$ cat config.mk
export PLATFORM = sky130hd
export DESIGN_NAME = ccct_queue
export DESIGN_NICKNAME = d
export VERILOG_FILES = /design/src/rtl/ccct_pkg.sv /design/src/rtl/ccct_queue.sv
export SDC_FILE = /design/constraint.sdc
export NUM_CORES = 1
export LEC_CHECK = 0
export BUFFER_PORTS_ARGS = -buffer_cell sky130_fd_sc_hd__clkbuf_2
export CORE_ASPECT_RATIO = 1.2
export CORE_MARGIN = 5
export CORE_UTILIZATION = 43
export DETAILED_ROUTE_END_ITERATION = 10
export GPL_TIMING_DRIVEN = 0
export PLACE_DENSITY_LB_ADDON = 0.12
export SYNTH_ARGS = -nofsm -noshare
export SYNTH_HDL_FRONTEND = slang
export SYNTH_SLANG_ARGS = --single-unit
$ cat constraint.sdc
create_clock -name clk -period 6.05 [get_ports clk]
set_input_delay 0.3025 -clock clk [delete_from_list [all_inputs] [get_ports clk]]
set_output_delay 0.3025 -clock clk [all_outputs]
set_load 0.01 [all_outputs]
$ cat src/rtl/ccct_pkg.sv
// ----------------------------------------------------------------------------
// ccct_pkg
// Types and codes shared by the call-site counter table modules.
// ----------------------------------------------------------------------------
package ccct_pkg;

	localparam int KEY_W    = 64;
	localparam int LEN_W    = 32;
	localparam int SLOT_W   = 12;
	localparam int CNT_W    = 64;
	localparam int STATUS_W = 3;

	// home slot comes from the key without its two low bits
	localparam int HOME_SHIFT = 2;

	// remainder unit: 16-bit chunks, one reciprocal multiply per chunk
	localparam int CHUNK_W     = 16;
	localparam int CHUNKS      = 4;
	localparam int CHUNK_CNT_W = 3;
	localparam int OPND_W      = CHUNK_W * CHUNKS;

	localparam logic [STATUS_W-1:0] ST_HIT        = 3'd0;
	localparam logic [STATUS_W-1:0] ST_INSERT     = 3'd1;
	localparam logic [STATUS_W-1:0] ST_FULL       = 3'd2;
	localparam logic [STATUS_W-1:0] ST_READ_VALID = 3'd3;
	localparam logic [STATUS_W-1:0] ST_READ_EMPTY = 3'd4;
	localparam logic [STATUS_W-1:0] ST_ZERO_KEY   = 3'd5;

	localparam logic MODE_RECORD = 1'b0;
	localparam logic MODE_READ   = 1'b1;

	typedef enum logic [1:0] {
		OP_RECORD,
		OP_READ,
		OP_ZERO
	} op_t;

	typedef struct packed {
		logic              mode;
		logic [KEY_W-1:0]  call_site;
		logic [LEN_W-1:0]  length;
		logic [SLOT_W-1:0] slot;
	} req_t;

	typedef struct packed {
		logic [STATUS_W-1:0] status;
		logic [SLOT_W-1:0]   slot_index;
		logic [KEY_W-1:0]    key_out;
		logic [CNT_W-1:0]    event_count;
		logic [CNT_W-1:0]    byte_total;
	} rsp_t;

	typedef struct packed {
		op_t              op;
		logic [KEY_W-1:0] key;
		logic [LEN_W-1:0] len;
	} qitem_t;

	typedef struct packed {
		logic [KEY_W-1:0] key;
		logic [CNT_W-1:0] count;
		logic [CNT_W-1:0] bytes;
	} entry_t;

endpackage

$ cat src/rtl/ccct_queue.sv
// ----------------------------------------------------------------------------
// ccct_queue
// Two-entry queue between the front and the back.
// ----------------------------------------------------------------------------
module ccct_queue import ccct_pkg::*; #(
	parameter int IW = 12
) (
	input  logic          clk,
	input  logic          arst_n,
	input  logic          push,
	input  qitem_t        push_item,
	input  logic [IW-1:0] push_idx,
	input  logic          pop,
	output logic          full,
	output logic          empty,
	output qitem_t        head,
	output logic [IW-1:0] head_idx
);

	localparam int         W     = $bits(qitem_t) + IW;
	localparam logic [1:0] DEPTH = 2'd2;

	logic [W-1:0] ent_q [2];
	logic         wr_ptr_q;
	logic         rd_ptr_q;
	logic [1:0]   cnt_q;

	assign full             = (cnt_q == DEPTH);
	assign empty            = (cnt_q == 2'd0);
	assign {head, head_idx} = ent_q[rd_ptr_q];

	always_ff @(posedge clk or negedge arst_n) begin
		if (!arst_n) begin
			wr_ptr_q <= 1'b0;
			rd_ptr_q <= 1'b0;
			cnt_q    <= 2'd0;
		end else begin
			if (push) begin
				wr_ptr_q <= ~wr_ptr_q;
			end
			if (pop) begin
				rd_ptr_q <= ~rd_ptr_q;
			end
			cnt_q <= cnt_q + {1'b0, push} - {1'b0, pop};
		end
	end

	always_ff @(posedge clk) begin
		if (push) begin
			ent_q[wr_ptr_q] <= {push_item, push_idx};
		end
	end

endmodule

Word-level counts from Yosys, hierarchy flattened --
Memories as Yosys holds them, arrays and structs flattened. Cells that the tools add are included.
Word-level totals: flip-flop bits (word level) 4, memory bits (writable) 220, input bits 114, logic and storage cells 12, memories kept 1
Memory list:
- ent_q | words 2, bits a word 110, read ports 1, clocked after memory_dff 0, write ports 1, RTL line ccct_queue.sv:23 | logic [W-1:0] ent_q [2];
Operators by class: add/sub/neg operators 2, eq/ne operators 1, mux-type cells 2, bitwise logic cells 2, reductions and logical operators 1
Operator list (number):
- adder 2 x 1 -> 2 bit | 1
- equality test 2 bit (second input constant) | 1
- zero test 2 bit | 1
- 2-to-1 mux 1 bit | 2
- inverter 1 bit | 2
- subtractor 2 x 1 -> 2 bit | 1

Depth between registers and ports, before layout --
word-level depth 2, gate-level depth with buffers 5

Worst setup path after synthesis --
Ideal clock, no wire load.
kind register to register, from register wr_ptr_q, to memory ent_q[0][0] (netlist name), enable pin, setup time 0.593 ns, data arrival time 5.268 ns, data required time 5.457 ns, slack 0.189 ns, stages on the path, launching flop included 2, buffers on the path 0, cell sequence dfrtp_1 > nor2b_1
RTL lines:
- from (decl) | RTL line ccct_queue.sv:24 | logic wr_ptr_q;
- from (signal assigned) | RTL line ccct_queue.sv:39 | wr_ptr_q <= ~wr_ptr_q;
- to (decl) | RTL line ccct_queue.sv:23
Straight into the memory's write port.

==> flow_summary.yaml <==
sta:
  period_share: 0.339
  layout_min_cycle_time_ns: 2.05
  clock_skew_ns: 0.00985
  finalHoldViolations: 0
  max_freq_mhz: 487
  finalSetupViolCount: 0
  drv_slew: 0
  rsz0062_at_grt: "false"
  tightest_slew_ns: 0.789
  maxSlewHeadroom: 0.474
  hold_ws_ns: 0.0235
cts:
  clk_pin_slew_worst_paths_ns: 0.06
  cts_buffer_depth: 3
  htree_num_levels: 1
  tritoncts: "yes"
  root_buffer: "clkbuf_16"
  clk_latency_ns: 0.49
  cts.sinks: 224
  cts-buffers-inserted: 23
yosys:
  synth-seq-cells: 224
  synth.top_cells.by_area: "edfxtp_1, mux2_2, buf_6"
  synthesis.nets: 473
  yosysUniqueCellTypes: 12
  syn_area_mm2: 0.00816
  synth_area_per_cell_um2: 22.9
  ys_seq_area_frac: 0.821
  ys.warnings.count: 0
  synth_top_area_share: 0.809
  yosysTopAreaCell: "edfxtp_1"
  syn_inst: 357
detailed_routing:
  initialDrtViolationCount: 145
  route.detailed.drc: 0
  top_layer: "met4"
  vias: 4558
  met1_length_mm: 5.81
  first_pass_iters: 4
  finalWirelength_mm: 16.7
  via_per_inst: 4.59
  routed-wl-met2_mm: 9.29
  wl_per_cell_um: 16.8
  routed-wl-met3_mm: 1.13
  final_antenna_net_count: 0
global_routing:
  grt_pass1_wl_mm: 26.5
  grt.overflow.total: 0
  grtUsageTotal: 0.154
  grt_max_degree: 57
  grt_pass1_vias: 5254
  antenna_found_initial: 0
cells_and_area:
  final_cell_mix: "clkbuf_2, edfxtp_1, mux2_2, dlygate4sd3_1, clkbuf_16"
  nets: 838
  fillers: 1414
  area_delta_synth_final_pct: 41.0
  num_antenna_cells: 0
  layout_commonest_cell: "clkbuf_2"
  final_area_mm2: 0.0115
  drive_gt1_frac: 0.520
  final_util: 0.613
critical_path:
  cp.required_ns: 5.75
  path_cells: "buf_6 -> buf_6 -> mux2_2 -> clkbuf_2"
  slowest_stage: "dfrtp_1"
  end_kind: "output port"
  crit_type: "reg -> out"
  critPathLaunch: "rd_ptr_q"
  cpLargestDelayFamily: "buffers and inverters"
  critPathMaxStageDelay_ns: 0.37
  r2r_start: "wr_ptr_q"
  worstSetupStartpointType: "flop"
  crit_path_frequent_cell: "buf_6"
  critPathMaxFanout: 10
  crit_buf_inv: 3
  cp.arrival_ns: 1.75
pwr:
  p_total_uw: 4900
  leakagePower_uw: 0.00445
  max-vdd-ir-drop_mv: 0.298
  p_per_area_mw_per_mm2: 426
min_path:
  hp-start: "push_item[67]"
  min_path_type: "in -> reg"
die:
  die_x_um: 136
  io_pins: 226
  dieArea_mm2: 0.0219
  die_y_um: 161
  coreArea_mm2: 0.0188
  start_util: 0.435
  rows: 55
placement:
  dpl-instance-area_mm2: 0.00974
  dp_hpwl_mm: 11.0
  place.gp.congestion: 0.732
  io_buffers: 225
outcome:
  status: "finished, final reports clean"
job:
  cap_violations: 0
-- layout make-up --
| class | count | area, um^2 | share of cell area |
|---|---|---|---|
| plain buffers | 12 | 123 | 0.0106 |
| clock buffers | 28 | 594 | 0.0516 |
| clock inverters | 11 | 76.3 | 0.00663 |
| multi-input cells | 119 | 1340 | 0.116 |
| inverters | 2 | 7.51 | 0.000652 |
| well taps | 256 | 320 | 0.0278 |
| flip-flops and latches | 224 | 6710 | 0.582 |
| repair buffers | 340 | 2350 | 0.204 |
-- report_power, final --
group	total [uW]	switching (uW)	internal, uW	leakage (uW)
Clock	1270	531	735	0.000327
Combinational	1510	771	740	0.00201
Sequential	2120	66.6	2060	0.00211
Total	4900	1370	3530	0.00445
-- cell usage after synthesis (all sizes together) --
cell	n
xor3	1
mux2	110
buf	12
edfxtp	220
nor2	1
and2	1
inv	2
dfrtp	4
xor2	2
ha	2
nor2b	2
-- sequential cells by signal, summed over array words and instances (netlist names) --
register  cells
wr_ptr_q      1
cnt_q         2
ent_q       220
rd_ptr_q      1
-- worst paths after layout --
kind / slack (ns) / cells after the start / to
setup / recovery: 4.00 / 4 / head[76]
hold / removal: 0.02 / 1 / ent_q[0][79]
setup reg to reg: 4.19 / 2 / ent_q[1][50]
hold reg to reg: 0.56 / 1 / wr_ptr_q
max in group asynchronous: 5.78 / 2 / wr_ptr_q
min in group asynchronous: 0.14 / 2 / cnt_q[0]
-- routing by layer --
layer | vias up | GRT usage
li1 | 2161 | -
met1 | 2224 | 0.162
met2 | 136 | 0.298
met3 | 37 | 0.0370
met4 | 0 | 0.0490
met5 | - | 0
-- repair_timing --
action                                 CTS  global route
hold buffers                           110             0
setup buffers                            0             0
endpoints found under the hold margin  219             0
gates resized for setup                  0             0
-- cell families (layout without fill, tap and decap cells) --
group	after synthesis	count (layout)	share of synthesized area
multiplexers	110	110	0.152
adder cells (fa/ha/maj)	2	2	0.00306
AND/OR/NAND/NOR	4	4	0.00276
XOR/XNOR	3	3	0.00506
buffers and inverters	14	393	0.0159
flip-flops	224	224	0.821
-- per-stage QoR --
stage / instances / setup WS [ns] / setup TNS (ns)
after floorplan: 357 / 0.189 / 0
after global placement: 838 / -2.52 / -276.78
after detailed placement: 843 / 4.15 / 0
after CTS: 992 / 3.94 / 0
after global routing: 992 / 3.89 / 0
final: 992 / 4.00 / 0
(Power assumes the default switching activity.)
