## src/rtl/ccct_pkg.sv

```systemverilog
// ----------------------------------------------------------------------------
// ccct_pkg
// Types and codes shared by the call-site counter table modules.
// ----------------------------------------------------------------------------
package ccct_pkg;

	localparam int KEY_W    = 64;
	localparam int LEN_W    = 32;
	localparam int SLOT_W   = 12;
	localparam int CNT_W    = 64;
	localparam int STATUS_W = 3;

	// home slot comes from the key without its two low bits
	localparam int HOME_SHIFT = 2;

	// remainder unit: 16-bit chunks, one reciprocal multiply per chunk
	localparam int CHUNK_W     = 16;
	localparam int CHUNKS      = 4;
	localparam int CHUNK_CNT_W = 3;
	localparam int OPND_W      = CHUNK_W * CHUNKS;

	localparam logic [STATUS_W-1:0] ST_HIT        = 3'd0;
	localparam logic [STATUS_W-1:0] ST_INSERT     = 3'd1;
	localparam logic [STATUS_W-1:0] ST_FULL       = 3'd2;
	localparam logic [STATUS_W-1:0] ST_READ_VALID = 3'd3;
	localparam logic [STATUS_W-1:0] ST_READ_EMPTY = 3'd4;
	localparam logic [STATUS_W-1:0] ST_ZERO_KEY   = 3'd5;

	localparam logic MODE_RECORD = 1'b0;
	localparam logic MODE_READ   = 1'b1;

	typedef enum logic [1:0] {
		OP_RECORD,
		OP_READ,
		OP_ZERO
	} op_t;

	typedef struct packed {
		logic              mode;
		logic [KEY_W-1:0]  call_site;
		logic [LEN_W-1:0]  length;
		logic [SLOT_W-1:0] slot;
	} req_t;

	typedef struct packed {
		logic [STATUS_W-1:0] status;
		logic [SLOT_W-1:0]   slot_index;
		logic [KEY_W-1:0]    key_out;
		logic [CNT_W-1:0]    event_count;
		logic [CNT_W-1:0]    byte_total;
	} rsp_t;

	typedef struct packed {
		op_t              op;
		logic [KEY_W-1:0] key;
		logic [LEN_W-1:0] len;
	} qitem_t;

	typedef struct packed {
		logic [KEY_W-1:0] key;
		logic [CNT_W-1:0] count;
		logic [CNT_W-1:0] bytes;
	} entry_t;

endpackage

```

## src/rtl/ccct_front.sv

```systemverilog
// ----------------------------------------------------------------------------
// ccct_front
// Takes a transaction, classifies it and works out the table index.
// ----------------------------------------------------------------------------
module ccct_front import ccct_pkg::*; #(
	parameter int SLOTS = 4096,
	parameter int IW    = 12
) (
	input  logic          clk,
	input  logic          arst_n,
	input  logic          accept,
	input  req_t          req,
	input  logic          q_full,
	output logic          fr_busy,
	output logic          push,
	output qitem_t        item,
	output logic [IW-1:0] item_idx
);

	localparam int            PW       = 2 * CHUNK_W;
	localparam logic          IS_POW2  = (SLOTS & (SLOTS - 1)) == 0;
	localparam logic [PW-1:0] MOD_WIDE = PW'(SLOTS);
	localparam logic [PW-1:0] RECIP    = PW'((64'd1 << PW) / 64'(SLOTS));

	typedef enum logic [1:0] {
		F_IDLE,
		F_MUL,
		F_FIX,
		F_PUSH
	} fstate_t;

	fstate_t                state_q;
	qitem_t                 item_q;
	logic [IW-1:0]          idx_q;
	logic [CHUNK_W-1:0]     rem_q;
	logic [OPND_W-1:0]      opnd_q;
	logic [CHUNK_CNT_W-1:0] chunks_q;
	logic [CHUNK_W-1:0]     quot_q;

	logic [IW-1:0]        home_direct;
	logic [IW+SLOT_W-1:0] slot_ext;
	logic [IW-1:0]        slot_direct;
	logic [PW-1:0]        val;
	logic [2*PW-1:0]      prod;
	logic [PW-1:0]        qm;
	logic [PW-1:0]        r_raw;
	logic [CHUNK_W-1:0]   rem_next;
	logic                 zero_key;

	assign home_direct = req.call_site[IW+HOME_SHIFT-1:HOME_SHIFT];
	assign slot_ext    = {{IW{1'b0}}, req.slot};
	assign slot_direct = slot_ext[IW-1:0];
	assign zero_key    = (req.call_site == '0);

	// running remainder and next chunk; quotient estimate is low by at most one
	assign val      = {rem_q, opnd_q[OPND_W-1 -: CHUNK_W]};
	assign prod     = (2*PW)'(val) * (2*PW)'(RECIP);
	assign qm       = PW'(quot_q) * MOD_WIDE;
	assign r_raw    = val - qm;
	assign rem_next = (r_raw >= MOD_WIDE) ? CHUNK_W'(r_raw - MOD_WIDE) : r_raw[CHUNK_W-1:0];

	assign fr_busy  = (state_q != F_IDLE);
	assign push     = (state_q == F_PUSH) && !q_full;
	assign item     = item_q;
	assign item_idx = idx_q;

	always_ff @(posedge clk or negedge arst_n) begin
		if (!arst_n) begin
			state_q <= F_IDLE;
		end else begin
			case (state_q)
				F_IDLE: begin
					if (accept) begin
						item_q.key <= req.call_site;
						item_q.len <= req.length;
						rem_q      <= '0;
						if (req.mode == MODE_READ) begin
							item_q.op <= OP_READ;
							opnd_q    <= {CHUNK_W'(req.slot), {(OPND_W-CHUNK_W){1'b0}}};
							chunks_q  <= CHUNK_CNT_W'(1);
							idx_q     <= slot_direct;
							state_q   <= IS_POW2 ? F_PUSH : F_MUL;
						end else if (zero_key) begin
							item_q.op <= OP_ZERO;
							idx_q     <= '0;
							state_q   <= F_PUSH;
						end else begin
							item_q.op <= OP_RECORD;
							opnd_q    <= {{HOME_SHIFT{1'b0}}, req.call_site[KEY_W-1:HOME_SHIFT]};
							chunks_q  <= CHUNK_CNT_W'(CHUNKS);
							idx_q     <= home_direct;
							state_q   <= IS_POW2 ? F_PUSH : F_MUL;
						end
					end
				end
				F_MUL: begin
					quot_q  <= prod[PW +: CHUNK_W];
					state_q <= F_FIX;
				end
				F_FIX: begin
					rem_q    <= rem_next;
					opnd_q   <= opnd_q << CHUNK_W;
					chunks_q <= chunks_q - 1'b1;
					if (chunks_q == CHUNK_CNT_W'(1)) begin
						idx_q   <= IW'(rem_next);
						state_q <= F_PUSH;
					end else begin
						state_q <= F_MUL;
					end
				end
				F_PUSH: begin
					if (!q_full) begin
						state_q <= F_IDLE;
					end
				end
				default: begin
					state_q <= F_IDLE;
				end
			endcase
		end
	end

endmodule

```

## config.mk

```make
export PLATFORM = sky130hd
export DESIGN_NAME = ccct_front
export DESIGN_NICKNAME = d
export VERILOG_FILES = /design/src/rtl/ccct_pkg.sv /design/src/rtl/ccct_front.sv
export SDC_FILE = /design/constraint.sdc
export NUM_CORES = 1
export LEC_CHECK = 0
export BUFFER_PORTS_ARGS = -buffer_cell sky130_fd_sc_hd__clkbuf_2
export CAP_MARGIN = 10
export CORE_MARGIN = 5
export CORE_UTILIZATION = 30
export CTS_BUF_LIST = sky130_fd_sc_hd__clkbuf_8
export DETAILED_ROUTE_END_ITERATION = 8
export SYNTH_ARGS = -nofsm -noshare
export SYNTH_HDL_FRONTEND = slang
export SYNTH_SLANG_ARGS = --single-unit
```

## constraint.sdc

```tcl
create_clock -name clk -period 21.3 [get_ports clk]
set_input_delay 2.13 -clock clk [delete_from_list [all_inputs] [get_ports clk]]
set_output_delay 2.13 -clock clk [all_outputs]
set_load 0.05 [all_outputs]
```

* Word level (Yosys, flattened, before mapping) *
Index checks and enable logic that the tools add are counted.

storage, ports and cells
  register bits after elaboration = 211
  input port bits = 113
  output and inout port bits = 112
  word-level logic and storage cells = 54

cells by class
  add/sub/neg operators = 3
  order comparisons = 1
  equal/unequal tests = 8
  multiplexer cells = 21
  reduce and logical (&&, ||, !) cells = 12

operators with widths
  cell                                                   count
  two-way mux 64 bit                                     3
  one-hot mux 64 bit (2 select lines)                    1
  logical NOT 64 bit                                     1
  two-way mux 12 bit                                     4
  >= comparator 32 x 13 -> 1 bit, second input constant  1
  two-way mux 16 bit                                     2
  one-hot mux 16 bit (2 select lines)                    1
  subtractor 32 x 28 -> 32 bit                           1
  one-hot mux 12 bit (2 select lines)                    1
  subtractor 16 x 13 -> 16 bit, second input constant    1
  two-way mux 3 bit                                      3
  two-way mux 2 bit                                      4
  one-hot mux 2 bit (4 select lines)                     1
  AND reduction 4 bit                                    2
  != test 2 bit, second input constant                   3
  one-hot mux 3 bit (2 select lines)                     1
  AND reduction 3 bit                                    2
  equality test 2 bit, second input constant             2
  AND reduction 2 bit                                    2
  nonzero test 2 bit                                     2
  equality test 3 x 1 -> 1 bit, second input constant    1
  != test 3 bit, second input constant                   1
  subtractor 3 x 1 -> 3 bit, second input constant       1
  equality test 2 x 1 -> 1 bit, second input constant    1
  3 further kinds                                        3

* Depth between registers and ports, before layout *
  word-level depth = 5
  depth in mapped cells = 6
  gate-level depth less buffers = 6

* Least setup slack after synthesis *
OpenSTA, ideal clock, no wires.

  path kind = input to register
  start point = input port arst_n
  end point = register item_q (netlist bit item[0]) (enable)
  library setup time = 0.695 ns
  arrival time = 9.341 ns
  required time = 20.605 ns
  path slack = 11.265 ns
  stages = 2
  buffers on the path = 0
  cells stage by stage = nand2b_1 -> nor3b_1

between the ends
  word-level cells in the longest chain between the ends = 1

ends and longest elaborated chain
  what                                  line              source
  from (decl)                           ccct_front.sv:10  input logic arst_n,
  AND reduction 3 bit (no source line)  n/a
  to (decl)                             ccct_front.sv:33  qitem_t item_q;

No other way between the ends.
A chain may end at the register's enable or synchronous reset.

* Worst setup path after layout *
  start point = input port q_full
  end point = output port push

between the ends
  word-level cells in the longest chain between the ends = 2

ends and longest elaborated chain
  what               line              source
  from (decl)        ccct_front.sv:13  input logic q_full,
  logical NOT 1 bit  n/a
  logical AND 1 bit  ccct_front.sv:63  assign push = (state_q == F_PUSH) && !q_full;
  to (decl)          ccct_front.sv:15  output logic push,

No other way between the ends.

==> results.md <==
* Initial antenna violation count at 2
* Worst R2R Setup Slack at 18.91 ns
* Initial Util at 30.5%
* Avg Synthesized Cell Area at around 16 sq um
* Routing usage on met2 at 21.0%
* Die Y at 153 microns
* Sequential area share after synthesis at 79.1%
* Hold Crit Depth at 2
* CTS Hold Bufs at 0
* Pwr dens at 107 nW/um^2
* Drt pass-1 iters at 5
* WS Path Type: input pin to output pin
* Worst vdd ir at 0.0384 mV
* Worst EP required at 19.17 ns
* Dpl hpwl at 12000 microns
* Power Total at roughly 860 uW
* Share of the synthesized area in the top cell type at 78.3%
* Final wirelength at 16200 microns
* Worst hold path type: flop to flop
* Synthesized Nets at 498
* Final Setup Violations at 0
* Setup WS pre-CTS at 16.37 ns
* CTS Buffer Depth at 2
* Die ar. at 23600 sq um
* Worst r2r dst: opnd_q[23]$_DFFE_PP_
* Yosys cell types at 29
* Most frequent cells in the layout: 224 x clkbuf_2, 161 x edfxtp_1, 49 x nand2_1
* Register area at approximately 5000 sq um
* Resized cells post-CTS at 0
* Startpoint Class: input pin
* Commonest non-fill, non-tap cell in the layout: clkbuf_2
* Slack of the critical path at 16.38 ns
* Layout cells sized above 1 at 42.8%
* Routed len/inst at 18.1 microns
* DR vias at 4030
* N_diodes at 0
* Slew margin rel. at 34.4%
* Max stage delay on crit path at 0.33 ns
* Worst Path Max Fanout at 2
* Core area at 20200 sq um
* Final hold vios at 0
* CTS tree: yes
* CP Capture Type: output pin
* Buf/Inv on CP at 2
* Clk_lat worst skew at ~0.45 ns
* Minimum clock period at 4.92 ns
* Grt met1 use at 18.0%
* Met3 usage at 5.32%
* I/O Buffers at between 200 and 250
* H-tree lvl count at 4
* Placement row count at 52
* Top delay family on crit path: buffers and inverters
* Worst-Margin Slew at 0.980 ns
* Ranking of synthesized cells by area: edfxtp_1 78%, mux2i_1 4.1%, nand2_1 3.0%, o21ai_0 2.7%, nand2b_1 2.6%
* # Post-CTS Setup Buffers at 0
* Post-route ant nets at 0
* Leakage Power at roughly 3.1 nW
* Max Cap Viol at 0
* Nets at 729
* F_max at 203 MHz
* Pin count of the biggest net entering global routing at 100
* Initial DRC count at 169
* Crit path max-delay cell type: clkbuf_2
* Hold path startpoint: opnd_q[42]$_DFFE_PP_
* Number of global-route vias before repair at 4184
* CTS buffer count at 17
* Vias/cell at ~4.5
* Synthesized flop and latch total at 163
* Cell accounting for the most synthesized area: edfxtp_1
* First-pass GRT wire length at 24600 microns
* Total GRT Usage at 13.7%
* Most used cell, CP: clkbuf_2
* Area of the multi-input gates at 1210 sq um
* Status: completed
* Worst reg2reg startpoint: state_q[0]$_DFFE_PN0P_
* Root Buffer: clkbuf_8
* Clock Skew at 0.00975 ns
* Setup TNS at 0 ns
* Synthesized instance count at 383
* Worst path arrival time at 2.79 ns
* Crit-path cells: clkbuf_2 -> nor3b_1 -> clkbuf_2
* Die W at 153 microns
* Io pins at about 230
* Fin crit share at between 20% and 30%
* Area of the mapped netlist at 6170 sq um
* Reg2Reg Depth at 3
* Clock Pin Slew Worst Setup and Hold Paths at 0.08 ns
* Area growth from synthesis to layout at 29.5%
* Residual DRC count at 0
* Post-layout util at between 30% and 40%
* Synth warn at 0
* Sink Count at 163
* RSZ-0062 raised after global routing: no
* Hold endpoint: opnd_q[58]$_DFFE_PP_
* Grt total ovfl at 0
* Worst Hold Slack at between 0.5 and 0.6 ns
* Pins Over Slew Limit at 0
* FILL cells at 1915
* Global route hottest layer: met2
* Placer's final routability congestion estimate at 0.828
[state kept, by name, indices dropped and copies added, names as in the netlist]
signal and count:
opnd_q 48, item_idx 12, state_q 2, item 98
chunks_q 3
[synth_stat cells (all sizes together)]
| cell | number |
|---|---|
| nand3 | 1 |
| edfxtp | 161 |
| clkbuf | 5 |
| nor3 | 3 |
| a311oi | 1 |
| a21oi | 2 |
| nor4 | 15 |
| inv | 3 |
| nand4 | 3 |
| nand2b | 26 |
| nand2 | 49 |
| xnor2 | 1 |
| o21ai | 49 |
| nor3b | 2 |
| or2 | 1 |
| dfrtp | 2 |
| nor2 | 5 |
| buf | 12 |
| and2 | 13 |
| ha | 2 |
| mux2i | 25 |
| or4 | 1 |
| nor2b | 1 |
[worst register-to-register path, delay by kind of cell, from the launching register on]
family          cells  cell delay [ns]
compound gates      1             0.68
buf+inv             1             0.59
flops               1             0.46
simple gates        1             0.28
[how the worst max path moves through the flow]
stage	start	to	slack, ns	cells after the start
2_1_floorplan	arst_n	item[0]$_DFFE_PP_	11.26	2
3_5_place_dp	q_full	push	16.37	3
5_1_grt	q_full	push	16.34	3
6_report	q_full	push	16.38	3
3_3_place_gp	q_full	push	16.38	3
4_1_cts	q_full	push	16.37	3
[per-stage QoR]
stage	instance area, sq um	cells
floorplan	6170	383
global placement	7610	865
detailed placement	7610	865
CTS	7990	896
global route	7990	896
finish	7990	896
[area by class of cell]
class | count | share of cell area (%)
clock buffers | 17 | 2.93
flip-flops and latches | 163 | 61.1
multi-input cells | 200 | 15.2
well taps | 270 | 4.23
repair buffers | 229 | 14.5
clock inverters | 14 | 1.93
inverters | 3 | 0.141
[where the power goes]
group	leakage [nW]	switching, mW	internal (mW)
combinational	1.40	0.152	0.0488
sequential	1.50	0.0138	0.417
clock	0.184	0.120	0.105
[metal layers]
metal	vias up	part of all wire [%]
li1	1897	-
met1	1918	44
met2	187	45
met3	24	8.6
met4	4	2.0
met5	-	0.14
[cells by family after synthesis]
family                     share of synthesized area, %
and+or+nand+nor                                    10.4
muxes                                              4.05
DFF                                                79.1
xor gates and xnor gates                          0.142
AOI/OAI and AO/OA                                  4.28
buffers and inverters                              1.64
adders and majority gates                         0.405
Note: power is estimated with default switching activity, not from simulation.
